<file path="src/rtl/olsup_pkg.sv">
// Package: types, constants and helpers of the oscillator lock supervisor.
`default_nettype none

package olsup_pkg;

    localparam int CFG_INDEX_W = 3;
    localparam int CFG_DATA_W  = 16;

    localparam logic [14:0] PHASE_TOL_RESET   = 15'd32;
    localparam logic [7:0]  DWELL_LIMIT_RESET = 8'd100;
    localparam logic [7:0]  ENABLE_DLY_RESET  = 8'd15;
    localparam logic [15:0] DEFAULT_DAC       = 16'd23000;
    localparam logic [7:0]  UTC_ALL_VALID     = 8'h07;
    localparam logic [7:0]  DWELL_TOP         = 8'hFF;
    localparam logic [7:0]  SAVE_HIGH_SECOND  = 8'd1;
    localparam logic [7:0]  SAVE_LOW_SECOND   = 8'd2;
    localparam int          AVG_SHIFT         = 4;

    // Configuration register indexes
    typedef enum logic [CFG_INDEX_W-1:0] {
        CFG_PHASE_TOLERANCE = 3'd0,
        CFG_DWELL_LIMIT     = 3'd1,
        CFG_ENABLE_DELAY    = 3'd2,
        CFG_STARTUP_DAC     = 3'd3,
        CFG_VIDEO_STANDARD  = 3'd4
    } cfg_index_t;

    typedef struct packed {
        logic [14:0] phase_tolerance;
        logic [7:0]  dwell_limit;
        logic [7:0]  enable_delay;
        logic        video_standard;
        logic        held_load;
        logic [15:0] held_load_word;
    } cfg_t;

    typedef struct packed {
        logic signed [15:0] phase_diff;
        logic               pulse_present;
        logic [15:0]        loop_dac;
        logic [7:0]         utc_valid_bits;
    } in_item_t;

    typedef struct packed {
        logic        locked;
        logic [1:0]  status_bits;
        logic [4:0]  control_word;
        logic [15:0] average_dac;
        logic [15:0] held_dac;
        logic        restore_strobe;
        logic        save_high_strobe;
        logic        save_low_strobe;
    } out_item_t;

    // Boot DAC word: zero selects the default word
    function automatic logic [15:0] boot_word(input logic [15:0] v);
        return (v == 16'd0) ? DEFAULT_DAC : v;
    endfunction

endpackage

`default_nettype wire

</file>
<file path="src/rtl/olsup_cfg.sv">
// Configuration registers of the oscillator lock supervisor.
`default_nettype none

module olsup_cfg
    import olsup_pkg::*;
(
    input  wire logic                   clk,
    input  wire logic                   rst_n,
    input  wire logic                   cfg_write,
    input  wire logic [CFG_INDEX_W-1:0] cfg_index,
    input  wire logic [CFG_DATA_W-1:0]  cfg_data,
    output cfg_t                        cfg
);

    logic [14:0] phase_tol_reg;
    logic [7:0]  dwell_limit_reg;
    logic [7:0]  enable_delay_reg;
    logic        video_std_reg;
    cfg_index_t  index;

    assign index = cfg_index_t'(cfg_index);

    // Register writes; unknown indexes are dropped
    always_ff @(posedge clk or negedge rst_n)
    begin
        if (!rst_n)
        begin
            phase_tol_reg    <= PHASE_TOL_RESET;
            dwell_limit_reg  <= DWELL_LIMIT_RESET;
            enable_delay_reg <= ENABLE_DLY_RESET;
            video_std_reg    <= 1'b0;
        end
        else if (cfg_write)
        begin
            unique case (index)
                CFG_PHASE_TOLERANCE: phase_tol_reg    <= cfg_data[14:0];
                CFG_DWELL_LIMIT:     dwell_limit_reg  <= cfg_data[7:0];
                CFG_ENABLE_DELAY:    enable_delay_reg <= cfg_data[7:0];
                CFG_VIDEO_STANDARD:  video_std_reg    <= cfg_data[0];
                default:             ;
            endcase
        end
    end

    // Startup word goes straight to the held DAC word in the core
    always_comb
    begin
        cfg.phase_tolerance = phase_tol_reg;
        cfg.dwell_limit     = dwell_limit_reg;
        cfg.enable_delay    = enable_delay_reg;
        cfg.video_standard  = video_std_reg;
        cfg.held_load       = cfg_write && (index == CFG_STARTUP_DAC);
        cfg.held_load_word  = boot_word(cfg_data);
    end

endmodule

`default_nettype wire

</file>
<file path="src/rtl/olsup_core.sv">
// Per-second lock supervision logic and its state registers.
`default_nettype none

module olsup_core
    import olsup_pkg::*;
(
    input  wire logic      clk,
    input  wire logic      rst_n,
    input  wire cfg_t      cfg,
    input  wire logic      advance,
    input  wire in_item_t  item,
    output out_item_t      result
);

    logic        lock_reg,  lock_next;
    logic [7:0]  dwell_reg, dwell_next;
    logic [7:0]  sec_reg,   sec_next;
    logic [15:0] held_reg,  held_next;
    logic [15:0] avg_reg,   avg_next;
    logic        osc_reg,   osc_next;
    logic        fast_reg,  fast_next;
    logic        fixed_next;

    logic signed [16:0] phase;
    logic signed [16:0] tol;
    logic               pulse;
    logic               in_window;
    logic               out_window;
    logic               qualify;
    logic               expired;
    logic               hold_now;

    // Phase window compare on 17 bits so -tolerance never overflows
    assign phase      = {item.phase_diff[15], item.phase_diff};
    assign tol        = {2'b00, cfg.phase_tolerance};
    assign pulse      = item.pulse_present;
    assign in_window  = (phase < tol) && (phase > -tol);
    assign out_window = (phase > tol) || (phase < -tol);

    // Next state for one second
    always_comb
    begin
        qualify = (!lock_reg && pulse && in_window) || (lock_reg && (!pulse || out_window));
        expired = qualify && (dwell_reg > cfg.dwell_limit);

        dwell_next = dwell_reg;
        if (qualify)
        begin
            if (expired)
                dwell_next = 8'd0;
            else if (dwell_reg != DWELL_TOP)
                dwell_next = dwell_reg + 8'd1;
        end

        lock_next  = expired ? !lock_reg : lock_reg;
        fast_next  = expired ? lock_reg  : fast_reg;
        sec_next   = pulse ? sec_reg + 8'd1 : 8'd0;
        // Fixed mode is set fresh every second from the pulse
        fixed_next = !pulse;

        hold_now  = lock_next && pulse;
        held_next = hold_now ? item.loop_dac : held_reg;
        avg_next  = hold_now
                  ? avg_reg - (avg_reg >> AVG_SHIFT) + (item.loop_dac >> AVG_SHIFT)
                  : avg_reg;

        osc_next = osc_reg;
        if (pulse && (sec_next == cfg.enable_delay) && (item.utc_valid_bits == UTC_ALL_VALID))
            osc_next = 1'b0;

        result.locked           = lock_next;
        result.status_bits      = {lock_next, pulse};
        result.control_word     = {fixed_next, fast_next, osc_next, 1'b0, cfg.video_standard};
        result.average_dac      = avg_next;
        result.held_dac         = held_next;
        result.restore_strobe   = !pulse;
        result.save_high_strobe = hold_now && (sec_next == SAVE_HIGH_SECOND);
        result.save_low_strobe  = hold_now && (sec_next == SAVE_LOW_SECOND);
    end

    // State update when an item enters the result; a held load wins
    always_ff @(posedge clk or negedge rst_n)
    begin
        if (!rst_n)
        begin
            lock_reg  <= 1'b0;
            dwell_reg <= 8'd0;
            sec_reg   <= 8'd0;
            held_reg  <= DEFAULT_DAC;
            avg_reg   <= 16'd0;
            osc_reg   <= 1'b1;
            fast_reg  <= 1'b1;
        end
        else if (cfg.held_load)
        begin
            held_reg <= cfg.held_load_word;
        end
        else if (advance)
        begin
            lock_reg  <= lock_next;
            dwell_reg <= dwell_next;
            sec_reg   <= sec_next;
            held_reg  <= held_next;
            avg_reg   <= avg_next;
            osc_reg   <= osc_next;
            fast_reg  <= fast_next;
        end
    end

endmodule

`default_nettype wire

</file>
<file path="src/rtl/oscillator_lock_supervisor.sv">
// Top level of the oscillator lock supervisor: input and result registers.
//
// Usage:
//   One input item per one-second pulse on in_valid/in_stall/in_item.
//   One result item per input item on out_valid/out_stall/out_item.
//   Configuration through cfg_write/cfg_index/cfg_data, written while idle;
//   writing the startup DAC register also reloads the held DAC word.
// Timing:
//   An accepted item is held in the input register, is evaluated by the
//   lock logic and lands in the result register, where out_valid rises.
//   One item per cycle is sustained while out_stall is low; the lock, dwell,
//   second and average state is updated in the same cycle the item enters
//   the result register.
// Reset:
//   rst_n clears both registers' valid bits, restores register defaults,
//   unlocks, selects the fast filter and holds the oscillator in reset.
// Stall:
//   A stalled result holds; the input register still fills, then in_stall
//   rises until the result is taken.
`default_nettype none

module oscillator_lock_supervisor
    import olsup_pkg::*;
(
    input  wire logic                   clk,
    input  wire logic                   rst_n,
    input  wire logic                   in_valid,
    output logic                        in_stall,
    input  wire in_item_t               in_item,
    output logic                        out_valid,
    input  wire logic                   out_stall,
    output out_item_t                   out_item,
    input  wire logic                   cfg_write,
    input  wire logic [CFG_INDEX_W-1:0] cfg_index,
    input  wire logic [CFG_DATA_W-1:0]  cfg_data
);

    cfg_t      cfg;
    logic      s1_valid_reg, s1_valid_next;
    in_item_t  s1_item_reg;
    logic      out_valid_reg, out_valid_next;
    out_item_t out_item_reg;
    out_item_t result;
    logic      advance;
    logic      in_accept;

    olsup_cfg u_cfg (
        .clk       (clk),
        .rst_n     (rst_n),
        .cfg_write (cfg_write),
        .cfg_index (cfg_index),
        .cfg_data  (cfg_data),
        .cfg       (cfg)
    );

    olsup_core u_core (
        .clk     (clk),
        .rst_n   (rst_n),
        .cfg     (cfg),
        .advance (advance),
        .item    (s1_item_reg),
        .result  (result)
    );

    // Handshake between input register and result register
    always_comb
    begin
        advance        = s1_valid_reg && (!out_valid_reg || !out_stall);
        in_stall       = s1_valid_reg && !advance;
        in_accept      = in_valid && !in_stall;
        s1_valid_next  = in_accept || (s1_valid_reg && !advance);
        out_valid_next = advance || (out_valid_reg && out_stall);
    end

    always_ff @(posedge clk or negedge rst_n)
    begin
        if (!rst_n)
        begin
            s1_valid_reg  <= 1'b0;
            out_valid_reg <= 1'b0;
        end
        else
        begin
            s1_valid_reg  <= s1_valid_next;
            out_valid_reg <= out_valid_next;
        end
    end

    // Payload registers
    always_ff @(posedge clk)
    begin
        if (in_accept)
            s1_item_reg <= in_item;
        if (advance)
            out_item_reg <= result;
    end

    assign out_valid = out_valid_reg;
    assign out_item  = out_item_reg;

endmodule

`default_nettype wire

</file>
<file path="config.mk">
export PLATFORM = sky130hd
export DESIGN_NAME = oscillator_lock_supervisor
export DESIGN_NICKNAME = d
export VERILOG_FILES = /design/src/rtl/olsup_pkg.sv /design/src/rtl/olsup_cfg.sv /design/src/rtl/olsup_core.sv /design/src/rtl/oscillator_lock_supervisor.sv
export SDC_FILE = /design/constraint.sdc
export NUM_CORES = 1
export LEC_CHECK = 0
export BUFFER_PORTS_ARGS = -buffer_cell sky130_fd_sc_hd__buf_2
export CORE_MARGIN = 2
export CORE_UTILIZATION = 23
export CTS_CLUSTER_SIZE = 25
export DETAILED_ROUTE_END_ITERATION = 6
export PLACE_DENSITY = 0.43
export SYNTH_ARGS = -nofsm -noshare
export SYNTH_HDL_FRONTEND = slang
export SYNTH_SLANG_ARGS = --single-unit
</file>
<file path="constraint.sdc">
create_clock -name clk -period 10.9 [get_ports clk]
set_input_delay 1.09 -clock clk [delete_from_list [all_inputs] [get_ports clk]]
set_output_delay 1.09 -clock clk [all_outputs]
set_load 0.02 [all_outputs]
</file>
# Yosys cells after proc, flatten, opt, wreduce, memory -nomap -nowiden
# Index checks and enable logic that the tools add are counted.
[word_totals] register_bits=168 latchBits=0 mem_bits_rw=0 mem_bits_ro=0 out_inout_bits=45 n_memories=0
[op_classes] n_addsub=5 multipliers=0 n_div=0 magnitude_cmp=5 eq_ne=9 n_shift=0 mux=11 bitwise_logic=1 reduce_logical=37
[ops] cell="$mux W16" count=5
[ops] cell="$mux W8" count=3
[ops] cell="$gt A16 B17 Y1" count=1
[ops] cell="$lt A16 B17 Y1" count=1
[ops] cell="$neg A15 Y17" count=1
[ops] cell="$add A16 B12 Y16" count=1
[ops] cell="$add A8 B1 Y8 const B" count=2
[ops] cell="$gt A16 B16 Y1" count=1
[ops] cell="$logic_not A16 Y1" count=1
[ops] cell="$lt A16 B16 Y1" count=1
[ops] cell="$sub A16 B12 Y16" count=1
[ops] cell="$logic_and A1 B1 Y1" count=15
[ops] cell="$reduce_and A2 Y1" count=5
[ops] cell="$eq A8 B1 Y1 const B" count=1
[ops] cell="$eq A8 B2 Y1 const B" count=1
[ops] cell="$eq A8 B3 Y1 const B" count=1
[ops] cell="$eq A8 B8 Y1" count=1
[ops] cell="$gt A8 B8 Y1" count=1
[ops] cell="$ne A8 B8 Y1 const B" count=1
[ops] cell="$eq A3 B2 Y1 const B" count=2
[ops] cell="$logic_not A1 Y1" count=6
[ops] cell="$logic_or A1 B1 Y1" count=6
[ops] cell="$reduce_and A4 Y1" count=1
[ops] cell="$reduce_bool A2 Y1" count=2
[ops] cell="other kinds (5)" count=7

# Logic depth before layout (Yosys ltp)
[depth] word_depth=12 mapped_depth=20 ltp_nobuf=18

# By module
# From an unflattened synthesis, not the netlist that was laid out.
[unflattened] hier_cells=872 area_unflattened_um2=9874.5
[by_module_without_submodules] module="olsup_core" instances=1 cells_each=675 area_each_um2=5741.8 seq_area_each_um2=1288.7
[by_module_without_submodules] module="oscillator_lock_supervisor" instances=1 cells_each=92 area_each_um2=2615.0 seq_area_each_um2=2572.5
[by_module_without_submodules] module="olsup_cfg" instances=1 cells_each=105 area_each_um2=1517.7 seq_area_each_um2=810.8

# Worst setup path after synthesis
# No wires, ideal clock.
[synth_timing] path_type="register -> register" from="register u_cfg.phase_tol_reg[0]" to="register out_item_reg (netlist bit out_item[23]), data pin" arrival_ns=3.864 required_time_ns=10.640 setup_slack_ns=6.776 path_stages_with_launch=19 n_path_buf=1 cell_sequence="dfrtp_1 -> inv_1 -> ha_1 -> nand2_1 -> nor3_1 -> nand2_1 -> or4_1 -> nor3_1 -> xnor2_1 -> ha_1 -> nand4_1 -> nor4_2 -> o22ai_1 -> and4_4 -> nor2_2 -> o22ai_2 -> nor2_4 -> buf_2 -> mux2_2"
[synth_lines] element="start: declaration" line="olsup_cfg.sv:15" text="logic [14:0] phase_tol_reg;"
[synth_lines] element="start signal: assignment" line="olsup_cfg.sv:36" text="CFG_PHASE_TOLERANCE: phase_tol_reg <= cfg_data[14:0];"
[synth_lines] element="end signal: assignment" line="oscillator_lock_supervisor.sv:95" text="out_item_reg <= result;"
[synth_lines] element="end: declaration" line="oscillator_lock_supervisor.sv:42" text="out_item_t out_item_reg;"

==> flow_summary.json <==
{
  "die_area_mm2": 0.0407,
  "cts_setup_buffers": 0,
  "path_class": "reg2reg",
  "clock_latency_ps": 440,
  "post-dp-hpwl_um": 17600,
  "clock-sinks": 166,
  "post-place-ws_ps": 5750,
  "finClkSkew_ps": 10.7,
  "power_density_mw_per_mm2": 279,
  "area_delta_synth_final_pct": 18.9,
  "hp-class": "reg2reg",
  "postPlaceCellArea_mm2": 0.0101,
  "tightest_slew_ps": 1100,
  "final_cells": 1453,
  "crit_required_ps": 11090,
  "rsz0062_at_grt": "no",
  "port_buffers": 108,
  "final_cell_mix": "buf_2, inv_1, nand2_1, edfxtp_1, dfrtp_1",
  "end_kind": "flip-flop",
  "cp_top_family": "simple AND/OR/NAND/NOR gates",
  "via_per_inst": 4.22,
  "seq_area_mm2": 0.00458,
  "syn_area_mm2": 0.00899,
  "cp_num_cells": 17,
  "r2r-start": "u_cfg.phase_tol_reg[0]$_DFFE_PN0P_",
  "crit_path_start_kind": "flip-flop",
  "diodes": 0,
  "r2r_setup_slack_ps": 5760,
  "grt_max_degree": 62,
  "hold_buffers": 0,
  "layout_commonest_cell": "buf_2",
  "slowest_delay_ps": 870,
  "cts_buffers": 17,
  "finalCriticalPeriod_ps": 5140,
  "cp-startpoint": "u_cfg.phase_tol_reg[0]$_DFFE_PN0P_",
  "critPathArrivalTime_ps": 5330,
  "clock_path_buffers": 2,
  "dieWidth_um": 202,
  "cts_root_buf": "clkbuf_16",
  "drc": 0,
  "vias": 6128,
  "clk_pin_slew_ps": 70,
  "overflow": 0,
  "ant_nets": 0,
  "final.fill_count": 4048,
  "multiInputGateArea_mm2": 0.00396,
  "timing.critical_path.buf_inv": 1,
  "synth_flop_cell": "edfxtp_1",
  "cts-htree-levels": 4,
  "vdd_ir_drop_max_mv": 0.111,
  "initial_core_util": 0.233,
  "io_pins": 110,
  "core_mm2": 0.0386,
  "syn_avg_cell_area_um2": 11.1,
  "nNetsFinal": 1057,
  "synth_nets": 947,
  "wl_per_cell_um": 16.4,
  "largest_reg_flops": 41,
  "cpMaxStageDelayCell": "nor2_4",
  "ys_warn_count": 0,
  "period_share": 0.471,
  "max_freq_ghz": 0.195,
  "final_max_slew_viol_count": 0,
  "drive_gt1_frac": 0.242,
  "async_flop_share": 0.512,
  "ys_seq_area_frac": 0.509,
  "path_cells": "inv_1 -> ha_1 -> nand2_1 -> nor3_1 -> nand2_1 -> or4_1 -> nor3_1 -> xnor2_1 -> ha_1 -> nand4_1 -> nor4_2 -> o22ai_1 -> and4_4 -> nor2_2 -> o22ai_2 -> nor2_4 -> mux2_2",
  "ys_ff_latch": 166,
  "r2r_cells": 17,
  "synth_cell_type_count": 64,
  "globalplace.congestion": 0.797,
  "r2r-end": "out_item[30]$_DFFE_PP_",
  "track_usage": 0.124,
  "row_count": 72,
  "critPathMaxFanout": 43,
  "drt_iter0_markers": 316,
  "dp.cells": 1421,
  "grt_pass1_vias": 6359,
  "status": "finished, final reports clean",
  "first_pass_iters": 5,
  "setup_slack_ps": 5760,
  "crit_path_end": "out_item[30]$_DFFE_PP_",
  "synth-edff-count": 81,
  "leakage_nw": 4.57,
  "cts.repair.resized": 0,
  "die_h_um": 202,
  "grt_first_pass_wirelength_um": 37800,
  "setup_violations": 0,
  "syn_inst": 812,
  "finalWirelength_um": 23800,
  "max_cap_violations": 0,
  "stdcell_area_mm2": 0.0107,
  "grt_antenna_before_repair": 1,
  "hold_viol": 0,
  "relSlewSlack": 0.265,
  "tns_ps": 0,
  "cts_tree": "done"
}
worst reg2reg max path, stage by stage (launching register included):
cell and delay (ps):
dfrtp_1 400, inv_1 100, ha_1 190, nand2_1 100
nor3_1 250, nand2_1 110, or4_1 500, nor3_1 240
xnor2_1 100, ha_1 310, nand4_1 160, nor4_2 310
o22ai_1 190, and4_4 210, nor2_2 210, o22ai_2 190
nor2_4 870, mux2_2 450
where the power goes:
group	switching (W)	internal, W	leakage, nW
registers	0.000120	0.000882	1.79
logic	0.000749	0.000604	2.49
clock network	0.000284	0.000345	0.297
total	0.00115	0.00183	4.57
synth_stat cells (5+ instances only):
master	number	area share
nand2b_1	9	0.0063
a21o_1	7	0.0058
dfrtp_1	67	0.19
nor4_1	9	0.0063
nor3_1	13	0.0072
nor2_1	43	0.018
xor2_1	10	0.0097
nand3_1	21	0.012
mux2i_1	21	0.023
or3_1	5	0.0035
dfstp_2	18	0.053
a211oi_1	5	0.0042
fa_1	12	0.027
inv_1	89	0.037
a21oi_1	41	0.023
clkbuf_1	13	0.0054
edfxtp_1	81	0.27
xnor2_1	31	0.030
nand2_1	84	0.035
mux2_2	44	0.055
o21ai_0	54	0.030
nand4_1	9	0.0063
ha_1	58	0.081
kinds of logic (layout without fill, tap and decap cells):
family,Yosys count,in the layout,share of synthesized area
and+or+nand+nor,217,217,0.117
DFF,166,166,0.509
muxes,65,65,0.0785
AOI/OAI and AO/OA,141,141,0.0963
buffers and inverters,111,234,0.0509
adders and majority gates,70,70,0.107
xor gates and xnor gates,41,41,0.0399
other,1,1,0.000417
layout make-up:
cell class,instances,share of cell area
Clock buffer,17,0.0398
Clock inverter,15,0.0157
Inverter,89,0.0312
Multi-Input combinational cell,535,0.370
Sequential cell,166,0.429
Tap cell,518,0.0606
Timing Repair Buffer,113,0.0543
stage by stage:
step | utilization | hold WS (ps) | total power (W)
4_1_cts | 0.277 | 491 | 0.00302
2_1_floorplan | - | 419 | 0.00203
6_report | 0.277 | 489 | 0.00298
5_1_grt | 0.277 | 536 | 0.00325
3_3_place_gp | 0.261 | 467 | 0.00237
3_5_place_dp | 0.261 | 475 | 0.00237
worst min-delay path by stage:
| stage | start | end | slack (ps) | cells after the start |
|---|---|---|---|---|
| finish | s1_valid_reg$_DFF_PN0_ | out_valid$_DFF_PN0_ | 490 | 1 |
| global route | rst_n | u_core.sec_reg[3]$_DFFE_PN0P_ | 540 | 1 |
| CTS | s1_valid_reg$_DFF_PN0_ | out_valid$_DFF_PN0_ | 490 | 1 |
| detailed placement | s1_valid_reg$_DFF_PN0_ | out_valid$_DFF_PN0_ | 470 | 1 |
| global placement | s1_valid_reg$_DFF_PN0_ | out_valid$_DFF_PN0_ | 470 | 1 |
| floorplan | u_cfg.video_std_reg$_DFFE_PN0P_ | out_item[35]$_DFFE_PP_ | 420 | 0 |
metal layers:
metal  GRT usage  vias to the layer above  wire [µm]
met2       0.197                      117      11100
met1       0.171                     2929      11600
met3      0.0269                       18        915
met4      0.0307                        2        176
li1            -                     3062          -
met5           0                        -         13
Note: power is estimated with default switching activity, not from simulation.
